### config.mk
export PLATFORM = sky130hd
export DESIGN_NAME = polled_event_trigger_table_unit
export DESIGN_NICKNAME = d
export VERILOG_FILES = /design/src/design/pett_pkg.sv /design/src/design/pett_alu.sv /design/src/design/polled_event_trigger_table_unit.sv
export SDC_FILE = /design/constraint.sdc
export NUM_CORES = 2
export LEC_CHECK = 0
export BUFFER_PORTS_ARGS = -buffer_cell sky130_fd_sc_hd__clkbuf_2
export CORE_MARGIN = 5
export CORE_UTILIZATION = 65
export DETAILED_ROUTE_END_ITERATION = 8
export PLACE_DENSITY_LB_ADDON = 0.08
export SLEW_MARGIN = 20
export SYNTH_ARGS = -nofsm -noshare
export SYNTH_HDL_FRONTEND = slang
export SYNTH_SLANG_ARGS = --single-unit
### constraint.sdc
create_clock -name clk -period 26.2 [get_ports clk]
set_input_delay 1.31 -clock clk [delete_from_list [all_inputs] [get_ports clk]]
set_output_delay 1.31 -clock clk [all_outputs]
set_load 0.02 [all_outputs]
### src/design/pett_pkg.sv
// Shared types and codes for the polled event trigger table.
`timescale 1ns / 1ps

package pett_pkg;

    // Operation codes carried by an input word.
    localparam logic [2:0] OP_POLL    = 3'd0;
    localparam logic [2:0] OP_ADD     = 3'd1;
    localparam logic [2:0] OP_DELETE  = 3'd2;
    localparam logic [2:0] OP_ENABLE  = 3'd3;
    localparam logic [2:0] OP_DISABLE = 3'd4;

    // Trigger kinds held in a slot.
    localparam logic [3:0] KIND_LEVEL_HIGH = 4'd0;
    localparam logic [3:0] KIND_LEVEL_LOW  = 4'd1;
    localparam logic [3:0] KIND_RISE       = 4'd2;
    localparam logic [3:0] KIND_FALL       = 4'd3;
    localparam logic [3:0] KIND_UART       = 4'd4;
    localparam logic [3:0] KIND_TIMER      = 4'd5;
    localparam logic [3:0] KIND_VBLANK     = 4'd6;
    localparam logic [3:0] KIND_HBLANK     = 4'd7;
    localparam logic [3:0] KIND_ALWAYS     = 4'd8;
    localparam logic [3:0] KIND_NONE       = 4'd15;

    // Result kinds on the output channel.
    localparam logic [1:0] RES_FIRE = 2'd0;
    localparam logic [1:0] RES_DONE = 2'd1;
    localparam logic [1:0] RES_FULL = 2'd2;

    // Sequencer states.
    typedef enum logic [6:0] {
        S_IDLE  = 7'b0000001,
        S_TIME  = 7'b0000010,
        S_SCAN  = 7'b0000100,
        S_POST  = 7'b0001000,
        S_ADD   = 7'b0010000,
        S_DEL   = 7'b0100000,
        S_FINAL = 7'b1000000
    } state_t;

    // Operands presented to the shared 64-bit unit.
    typedef struct packed {
        logic [63:0] a;
        logic [63:0] b;
        logic [63:0] ref_val;
    } alu_req_t;

    // Results returned by the shared 64-bit unit.
    typedef struct packed {
        logic [63:0] sum;
        logic        gt;
    } alu_rsp_t;

endpackage

### src/design/pett_alu.sv
// Shared 64-bit adder and unsigned compare used by the sequencer.
`timescale 1ns / 1ps

module pett_alu
    import pett_pkg::*;
(
    input  alu_req_t req,
    output alu_rsp_t rsp
);

    // One wide add for count and deadline updates, one compare for expiry.
    always_comb
    begin
        rsp.sum = req.a + req.b;
        rsp.gt  = (req.a > req.ref_val);
    end

endmodule

### src/design/polled_event_trigger_table_unit.sv
// Top level of the polled event trigger table.
`timescale 1ns / 1ps

// Usage: the input channel (in_valid / in_ready) takes one command word: poll, add a
// slot, delete by tag, enable or disable. The output channel (out_valid / out_ready)
// returns zero or more fire words, one per slot that hit, followed by one final word
// with last set that gives the outcome (done or table full).
// A word is taken one at a time. Each slot is visited by one sequencer step using
// a shared 64-bit add/compare unit, so the time from accept until in_ready returns
// can grow with SLOT_COUNT for an enabled poll, a delete and an add, while a disabled
// poll skips the walk; the per-slot walk through the table sets these times. Each
// result word appears on the output register in the cycle after it is produced.
// A single output register separates the channels: the next command is accepted
// while the final word still waits. When the receiver stalls, the sequencer holds
// at the pending fire word until the register frees up.
// Reset marks every slot inactive, disables triggers, clears the elapsed count and
// the previous samples; the first poll, add, enable or disable then starts the timebase.
module polled_event_trigger_table_unit
    import pett_pkg::*;
#(
    parameter int SLOT_COUNT = 8
)
(
    input  logic        clk,
    input  logic        rst_n,
    input  logic        in_valid,
    output logic        in_ready,
    input  logic [2:0]  opcode,
    input  logic [31:0] gpio_sample,
    input  logic        uart_rx_ready,
    input  logic        vblank_now,
    input  logic        hblank_now,
    input  logic [31:0] timer_now,
    input  logic [3:0]  trigger_kind,
    input  logic [63:0] mask_or_period,
    input  logic [7:0]  handler_tag,
    output logic        out_valid,
    input  logic        out_ready,
    output logic [1:0]  result_kind,
    output logic [2:0]  slot_index,
    output logic [7:0]  fired_tag,
    output logic [31:0] argument,
    output logic        last
);

    localparam int IdxW = (SLOT_COUNT > 1) ? $clog2(SLOT_COUNT) : 1;
    localparam logic [IdxW-1:0] LastIdx = IdxW'(SLOT_COUNT - 1);

    // Sequencer and scalar state.
    state_t          state_reg, state_next;
    logic [IdxW-1:0] cnt_reg, cnt_next;
    logic [1:0]      final_kind_reg, final_kind_next;
    logic            enabled_reg, enabled_next;
    logic            started_reg, started_next;
    logic [63:0]     elapsed_reg, elapsed_next;
    logic [31:0]     prev_timer_reg, prev_timer_next;
    logic [31:0]     prev_gpio_reg, prev_gpio_next;
    logic [1:0]      prev_blank_reg, prev_blank_next;

    // Captured command word.
    logic [2:0]  op_reg;
    logic [31:0] gpio_reg;
    logic        uart_reg;
    logic [1:0]  blank_reg;
    logic [31:0] timer_reg;
    logic [3:0]  kind_reg;
    logic [63:0] mop_reg;
    logic [7:0]  tag_reg;

    // Slot table.
    logic [3:0]  slot_kind_reg [SLOT_COUNT];
    logic [63:0] slot_mop_reg  [SLOT_COUNT];
    logic [63:0] slot_dl_reg   [SLOT_COUNT];
    logic [7:0]  slot_tag_reg  [SLOT_COUNT];

    // Output register.
    logic        out_valid_reg, out_valid_next;
    logic [1:0]  res_kind_reg;
    logic [2:0]  res_slot_reg;
    logic [7:0]  res_tag_reg;
    logic [31:0] res_arg_reg;
    logic        res_last_reg;

    // Internal signals.
    logic            accept;
    alu_req_t        alu_req;
    alu_rsp_t        alu_rsp;
    logic [31:0]     delta;
    logic [3:0]      cur_kind;
    logic [31:0]     cur_mask;
    logic [31:0]     edge_bits;
    logic [1:0]      rise_blank;
    logic            hit;
    logic [31:0]     hit_arg;
    logic            emit;
    logic            emit_fire;
    logic            out_load;
    logic            slot_wr_en;
    logic            slot_clr_en;
    logic            dl_wr_en;
    logic [IdxW+2:0] cnt_wide;

    assign accept    = in_valid && in_ready;
    assign in_ready  = (state_reg == S_IDLE);
    assign delta     = timer_reg - prev_timer_reg;
    assign cur_kind  = slot_kind_reg[cnt_reg];
    assign cur_mask  = slot_mop_reg[cnt_reg][31:0];
    assign edge_bits = gpio_reg ^ prev_gpio_reg;
    assign rise_blank = blank_reg & ~prev_blank_reg;
    assign cnt_wide  = {3'b000, cnt_reg};

    // Operand selection for the shared unit.
    always_comb
    begin
        alu_req.a       = elapsed_reg;
        alu_req.b       = slot_mop_reg[cnt_reg];
        alu_req.ref_val = slot_dl_reg[cnt_reg];
        if (state_reg == S_TIME)
        begin
            alu_req.a = started_reg ? elapsed_reg : 64'd0;
            alu_req.b = {32'd0, (started_reg ? delta : timer_reg)};
        end
        else if (state_reg == S_ADD)
        begin
            alu_req.b = mop_reg;
        end
    end

    pett_alu u_alu (
        .req (alu_req),
        .rsp (alu_rsp)
    );

    // Hit test for the slot under the sequencer.
    always_comb
    begin
        hit     = 1'b0;
        hit_arg = 32'd0;
        unique case (cur_kind)
            KIND_LEVEL_HIGH:
            begin
                hit     = |(gpio_reg & cur_mask);
                hit_arg = gpio_reg;
            end
            KIND_LEVEL_LOW:
            begin
                hit     = |(~gpio_reg & cur_mask);
                hit_arg = gpio_reg;
            end
            KIND_RISE:
            begin
                hit     = |(edge_bits & gpio_reg & cur_mask);
                hit_arg = gpio_reg;
            end
            KIND_FALL:
            begin
                hit     = |(edge_bits & ~gpio_reg & cur_mask);
                hit_arg = gpio_reg;
            end
            KIND_UART:   hit = uart_reg;
            KIND_TIMER:  hit = alu_rsp.gt;
            KIND_VBLANK: hit = rise_blank[0];
            KIND_HBLANK: hit = rise_blank[1];
            KIND_ALWAYS: hit = 1'b1;
            default:     hit = 1'b0;
        endcase
    end

    // A fire word comes from the scan, a final word from the last state.
    assign emit_fire = (state_reg == S_SCAN) && hit;
    assign emit      = emit_fire || (state_reg == S_FINAL);
    assign out_load  = emit && (!out_valid_reg || out_ready);

    // Sequencer next state.
    always_comb
    begin
        state_next      = state_reg;
        cnt_next        = cnt_reg;
        final_kind_next = final_kind_reg;
        enabled_next    = enabled_reg;
        started_next    = started_reg;
        elapsed_next    = elapsed_reg;
        prev_timer_next = prev_timer_reg;
        prev_gpio_next  = prev_gpio_reg;
        prev_blank_next = prev_blank_reg;
        slot_wr_en      = 1'b0;
        slot_clr_en     = 1'b0;
        dl_wr_en        = 1'b0;
        unique case (state_reg)
            S_IDLE:
            begin
                if (accept)
                begin
                    cnt_next = '0;
                    unique case (opcode)
                        OP_POLL, OP_ADD, OP_ENABLE, OP_DISABLE: state_next = S_TIME;
                        OP_DELETE: state_next = S_DEL;
                        default:
                        begin
                            final_kind_next = RES_DONE;
                            state_next      = S_FINAL;
                        end
                    endcase
                end
            end
            S_TIME:
            begin
                elapsed_next    = alu_rsp.sum;
                prev_timer_next = timer_reg;
                started_next    = 1'b1;
                if (!started_reg)
                begin
                    prev_gpio_next  = gpio_reg;
                    prev_blank_next = blank_reg;
                end
                state_next = enabled_reg ? S_SCAN : S_POST;
            end
            S_SCAN:
            begin
                if (!hit || out_load)
                begin
                    dl_wr_en = hit && (cur_kind == KIND_TIMER);
                    if (cnt_reg == LastIdx)
                    begin
                        prev_gpio_next  = gpio_reg;
                        prev_blank_next = blank_reg;
                        state_next      = S_POST;
                    end
                    else
                    begin
                        cnt_next = cnt_reg + 1'b1;
                    end
                end
            end
            S_POST:
            begin
                cnt_next        = '0;
                final_kind_next = RES_DONE;
                state_next      = S_FINAL;
                if (op_reg == OP_ENABLE)
                begin
                    enabled_next = 1'b1;
                end
                else if (op_reg == OP_DISABLE)
                begin
                    enabled_next = 1'b0;
                end
                else if (op_reg == OP_ADD)
                begin
                    if (kind_reg > KIND_ALWAYS)
                    begin
                        final_kind_next = RES_FULL;
                    end
                    else
                    begin
                        state_next = S_ADD;
                    end
                end
            end
            S_ADD:
            begin
                if (cur_kind == KIND_NONE)
                begin
                    slot_wr_en      = 1'b1;
                    final_kind_next = RES_DONE;
                    state_next      = S_FINAL;
                end
                else if (cnt_reg == LastIdx)
                begin
                    final_kind_next = RES_FULL;
                    state_next      = S_FINAL;
                end
                else
                begin
                    cnt_next = cnt_reg + 1'b1;
                end
            end
            S_DEL:
            begin
                slot_clr_en = (cur_kind != KIND_NONE) && (slot_tag_reg[cnt_reg] == tag_reg);
                if (cnt_reg == LastIdx)
                begin
                    final_kind_next = RES_DONE;
                    state_next      = S_FINAL;
                end
                else
                begin
                    cnt_next = cnt_reg + 1'b1;
                end
            end
            S_FINAL:
            begin
                if (out_load)
                begin
                    state_next = S_IDLE;
                end
            end
            default: state_next = S_IDLE;
        endcase
    end

    // Output valid follows loads and takes.
    always_comb
    begin
        out_valid_next = out_valid_reg;
        if (out_load)
        begin
            out_valid_next = 1'b1;
        end
        else if (out_ready)
        begin
            out_valid_next = 1'b0;
        end
    end

    // Control registers.
    always_ff @(posedge clk or negedge rst_n)
    begin
        if (!rst_n)
        begin
            state_reg      <= S_IDLE;
            cnt_reg        <= '0;
            final_kind_reg <= RES_DONE;
            enabled_reg    <= 1'b0;
            started_reg    <= 1'b0;
            elapsed_reg    <= 64'd0;
            prev_timer_reg <= 32'd0;
            prev_gpio_reg  <= 32'd0;
            prev_blank_reg <= 2'd0;
            out_valid_reg  <= 1'b0;
        end
        else
        begin
            state_reg      <= state_next;
            cnt_reg        <= cnt_next;
            final_kind_reg <= final_kind_next;
            enabled_reg    <= enabled_next;
            started_reg    <= started_next;
            elapsed_reg    <= elapsed_next;
            prev_timer_reg <= prev_timer_next;
            prev_gpio_reg  <= prev_gpio_next;
            prev_blank_reg <= prev_blank_next;
            out_valid_reg  <= out_valid_next;
        end
    end

    // Slot kinds reset to inactive; everything else waits for a write.
    always_ff @(posedge clk or negedge rst_n)
    begin
        if (!rst_n)
        begin
            for (int i = 0; i < SLOT_COUNT; i++)
            begin
                slot_kind_reg[i] <= KIND_NONE;
            end
        end
        else if (slot_wr_en)
        begin
            slot_kind_reg[cnt_reg] <= kind_reg;
        end
        else if (slot_clr_en)
        begin
            slot_kind_reg[cnt_reg] <= KIND_NONE;
        end
    end

    // Slot payload and deadlines.
    always_ff @(posedge clk)
    begin
        if (slot_wr_en)
        begin
            slot_mop_reg[cnt_reg] <= mop_reg;
            slot_tag_reg[cnt_reg] <= tag_reg;
            slot_dl_reg[cnt_reg]  <= (kind_reg == KIND_TIMER) ? alu_rsp.sum : 64'd0;
        end
        else if (dl_wr_en)
        begin
            slot_dl_reg[cnt_reg] <= alu_rsp.sum;
        end
    end

    // Command capture.
    always_ff @(posedge clk)
    begin
        if (accept)
        begin
            op_reg    <= opcode;
            gpio_reg  <= gpio_sample;
            uart_reg  <= uart_rx_ready;
            blank_reg <= {hblank_now, vblank_now};
            timer_reg <= timer_now;
            kind_reg  <= trigger_kind;
            mop_reg   <= mask_or_period;
            tag_reg   <= handler_tag;
        end
    end

    // Output word payload.
    always_ff @(posedge clk)
    begin
        if (out_load)
        begin
            if (emit_fire)
            begin
                res_kind_reg <= RES_FIRE;
                res_slot_reg <= cnt_wide[2:0];
                res_tag_reg  <= slot_tag_reg[cnt_reg];
                res_arg_reg  <= hit_arg;
                res_last_reg <= 1'b0;
            end
            else
            begin
                res_kind_reg <= final_kind_reg;
                res_slot_reg <= 3'd0;
                res_tag_reg  <= 8'd0;
                res_arg_reg  <= 32'd0;
                res_last_reg <= 1'b1;
            end
        end
    end

    assign out_valid   = out_valid_reg;
    assign result_kind = res_kind_reg;
    assign slot_index  = res_slot_reg;
    assign fired_tag   = res_tag_reg;
    assign argument    = res_arg_reg;
    assign last        = res_last_reg;

    // A final word always frees the input side on the next cycle.
    a_final_frees: assert property (@(posedge clk) disable iff (!rst_n)
        (state_reg == S_FINAL && out_load) |=> in_ready)
        else $error("final word loaded but block not ready");

    // Only one command word is taken before its final word is produced.
    a_one_at_a_time: assert property (@(posedge clk) disable iff (!rst_n)
        accept |=> !in_ready)
        else $error("second word accepted while busy");

    // Fire words never carry last; outcome words always do.
    a_fire_not_last: assert property (@(posedge clk) disable iff (!rst_n)
        (out_valid_reg && res_kind_reg == RES_FIRE) |-> !res_last_reg)
        else $error("fire word marked last");

    a_outcome_last: assert property (@(posedge clk) disable iff (!rst_n)
        (out_valid_reg && res_kind_reg != RES_FIRE) |-> res_last_reg)
        else $error("outcome word not marked last");

    // Once the timebase has started it stays started.
    a_started_holds: assert property (@(posedge clk) disable iff (!rst_n)
        started_reg |=> started_reg)
        else $error("timebase start flag dropped");

endmodule
==> run_results.csv <==
group,metric,value,unit
layout,layout_commonest_cell,"edfxtp_1",
setup_path,slowest_delay,0.84,ns
cts,cts_hold_buf,0,
synth,ys_types,88,
worst_hold_path,min_from,"final_kind_reg[0]$_DFFE_PN1P_",
status,status,"completed",
route,vias_per_cell,6.818,
setup_path,reg2reg_depth,22,
sta,setup_viol,0,
die,fp.dieW,319.7,µm
route,drc,0,
synth,yosysSeqAreaShare,68.82,%
sta,rsz0062_at_grt,"no",
synth,syn_area,62350,µm²
sta,max_freq,0.1156,GHz
die,dieArea,102200,µm²
synth,synth_seq_cells,1457,
route,num_vias,40280,
sta,tns,0,ns
global_routing,grt_overflow_total,0,
synth,netlist_instances,4324,
setup_path,r2r_slack,17.55,ns
cts,insertion_delay,0.76,ns
global_routing,grt_pass1_vias,39150,
layout,layout_common_cells,"edfxtp_1, nand2_1, nor2_1",
layout,nets,4831,
worst_hold_path,hold_depth,2,
power,total_leakage_power,0.02513,µW
cts,cts_resized,0,
layout,design_area,69920,µm²
global_routing,grt_use_met1,45.74,%
power,clkPwrFrac,29.5,%
placement,placed_area,64780,µm²
die,die_h,319.7,µm
synth,synth_edf_count,1280,
route,dr.pass1.iters,8,
global_routing,antenna_found_initial,5,
global_routing,grt_use_met2,53.10,%
setup_path,path_cells,"buf_4, buf_4, nor2_1, buf_4, a221oi_1, o22a_1, nand2_1, o21ai_0, a22oi_1, ha_1, and3_1, and3_1, nand2_1, a211oi_1, nor2_1, nor3_1, a31oi_1, or2_2, o21ai_0, a221oi_1, xor2_1, nor2_1",
cts,cts_buffers,146,
synth,async_reset_ff_share,12.15,%
die,rows,113,
synth,syn_nets,4636,
global_routing,use_met3,6.532,%
sta,period_share,33.01,%
sta,slew_violations,0,
route,avgRoutedWirePerCell,29.39,µm
placement,dp_hpwl,109.2,mm
synth,ys_warn_count,0,
cts,htreeDepth,4,
placement,gp_congestion,0.9387,
setup_path,arrival,9.06,ns
setup_path,slowest_stage,"dfrtp_4",
setup_path,start_kind,"register",
global_routing,grt_first_pass_wirelength,254.1,mm
global_routing,grt_max_degree,118,
worst_hold_path,worstHoldPathType,"register to register",
sta,final.setup_skew,0.02349,ns
placement,io_buffer_count,197,
power,intPower,4961,µW
route,wirelength,173.6,mm
cts,cts_setup_buffers,0,
power,p_seq_share,40.0,%
flow_run,maxCapViolations,0,
cts,cts.sinks,1457,
layout,drive_gt1_share,14.67,%
cts,path_clk_slew,0.06,ns
setup_path,r2r-start,"cnt_reg[2]$_DFFE_PN0P_",
die,start_util,65.53,%
cts,cts_buffer_depth,3,
route,drt_iter0_markers,5050,
power,swShare,33.89,%
layout,syn_to_final_growth,12.14,%
global_routing,top_usage_layer,"met2",
route,postRouteAntennaNets,0,
power,p_comb_share,30.5,%
setup_path,required,26.62,ns
setup_path,critical_path.max_fanout,50,
sta,slew_headroom,22.80,%
power,p_per_area,107.3,nW/µm²
die,coreArea,95150,µm²
setup_path,endpoint_kind,"register",
layout,fin_util,73.49,%
cts,cts_tree,"done",
sta,tightest_slew,1.146,ns
sta,period_needed,8.649,ns
power,vdd_drop_max,71.62,µV
setup_path,criticalPathCategory,"register to register",
synth,synth_ff_type,"edfxtp_1",
worst_hold_path,min_to,"final_kind_reg[0]$_DFFE_PN1P_",
layout,nFillCells,6039,
cts,root_buffer,"clkbuf_16",
die,pin_count,198,
synth,post_synth.cell_area_avg,14.42,µm²
power,switching_power,2543,µW
setup_path,rr_endpoint,"slot_dl_reg[6][61]$_DFFE_PP_",
sta,hold_viol,0,
global_routing,grtUsageTotal,33.40,%
Yosys cell counts (40+ instances only):
library cell	instances	share of area (%)
edfxtp_1	1280	62
nand4_1	40	0.40
a21o_1	95	1.1
nor2_1	254	1.5
nor3_1	47	0.38
mux2i_1	123	2.0
a22oi_1	193	2.3
nor2b_1	97	0.97
o21ai_0	227	1.8
a21oi_1	138	1.1
inv_1	89	0.54
xor2_1	45	0.63
mux2_2	49	0.88
ha_1	160	3.2
and3_1	48	0.48
dfrtp_1	143	5.7
nand2_1	246	1.5
nand3_1	56	0.45
a221oi_1	90	1.3
xnor2_1	48	0.67
clkbuf_1	158	0.95
a22o_1	92	1.3
cell families (layout without fill, tap and decap cells):
logic type	after synthesis	count (layout)	share of synthesized area [%]
AOI/OAI and AO/OA	1123	1123	12.78
adders and majority gates	162	162	3.275
buffers and inverters	319	637	2.081
DFF	1457	1457	68.82
and+or+nand+nor	944	944	7.451
muxes	226	226	4.286
xor gates and xnor gates	93	93	1.306
other	0	1	0
area by class of cell:
type                       count  area, µm²  area share (%)
multi-input combinational   2548      18320           26.20
inverter                      93      364.1          0.5207
clock buffer                 186       4040           5.778
tap                         1265       1583           2.264
timing repair buffer         273       1590           2.274
sequential                  1457      42920           61.38
clock inverter                85       1101           1.575
antenna                        1      2.502        0.003579
through the flow:
step	hold slack [ns]	worst slack, ns	power (µW)	cells
after floorplan	0.4360	17.08	4497	4324
after global placement	0.4442	17.81	5231	5636
after detailed placement	0.4470	17.65	5260	5636
after CTS	0.4572	17.61	7473	5907
after global routing	0.4877	17.29	7809	5907
final	0.4562	17.55	7504	5908
power by group through the flow:
stage | registers, µW | clock network [µW] | logic, µW
after floorplan | 2990 | 0 | 1510
after global placement | 3040 | 0 | 2200
after detailed placement | 3040 | 0 | 2220
after CTS | 3000 | 2230 | 2240
after global routing | 3020 | 2330 | 2460
final | 3000 | 2220 | 2290
routing by layer:
metal,routed length (µm),vias to the layer above
met4,8227,4
met2,81600,2525
li1,-,17370
met5,27,-
met3,18100,405
met1,65690,19980
critical path, delay by kind of cell, from the launching register on:
kind / cells / cell delay (ns)
AO/OA/AOI/OAI: 8 / 2.65
XOR/XNOR: 1 / 0.49
adder cells (fa/ha/maj): 1 / 0.47
buffers and inverters: 3 / 1.80
flip-flops: 1 / 0.84
AND/OR/NAND/NOR: 9 / 1.89
worst max path at each step:
stage	slack, ns	depth (start not counted)	startpoint	endpoint
after CTS	17.61	20	cnt_reg[2]$_DFFE_PN0P_	slot_dl_reg[0][52]$_DFFE_PP_
after global routing	17.29	21	cnt_reg[2]$_DFFE_PN0P_	slot_dl_reg[3][61]$_DFFE_PP_
after global placement	17.81	19	cnt_reg[2]$_DFFE_PN0P_	slot_dl_reg[0][58]$_DFFE_PP_
after floorplan	17.08	23	cnt_reg[2]$_DFFE_PN0P_	argument[0]$_SDFFCE_PN0P_
after detailed placement	17.65	19	cnt_reg[2]$_DFFE_PN0P_	slot_dl_reg[0][52]$_DFFE_PP_
final	17.55	22	cnt_reg[2]$_DFFE_PN0P_	slot_dl_reg[6][61]$_DFFE_PP_
Power figures use the tool's default switching activity.
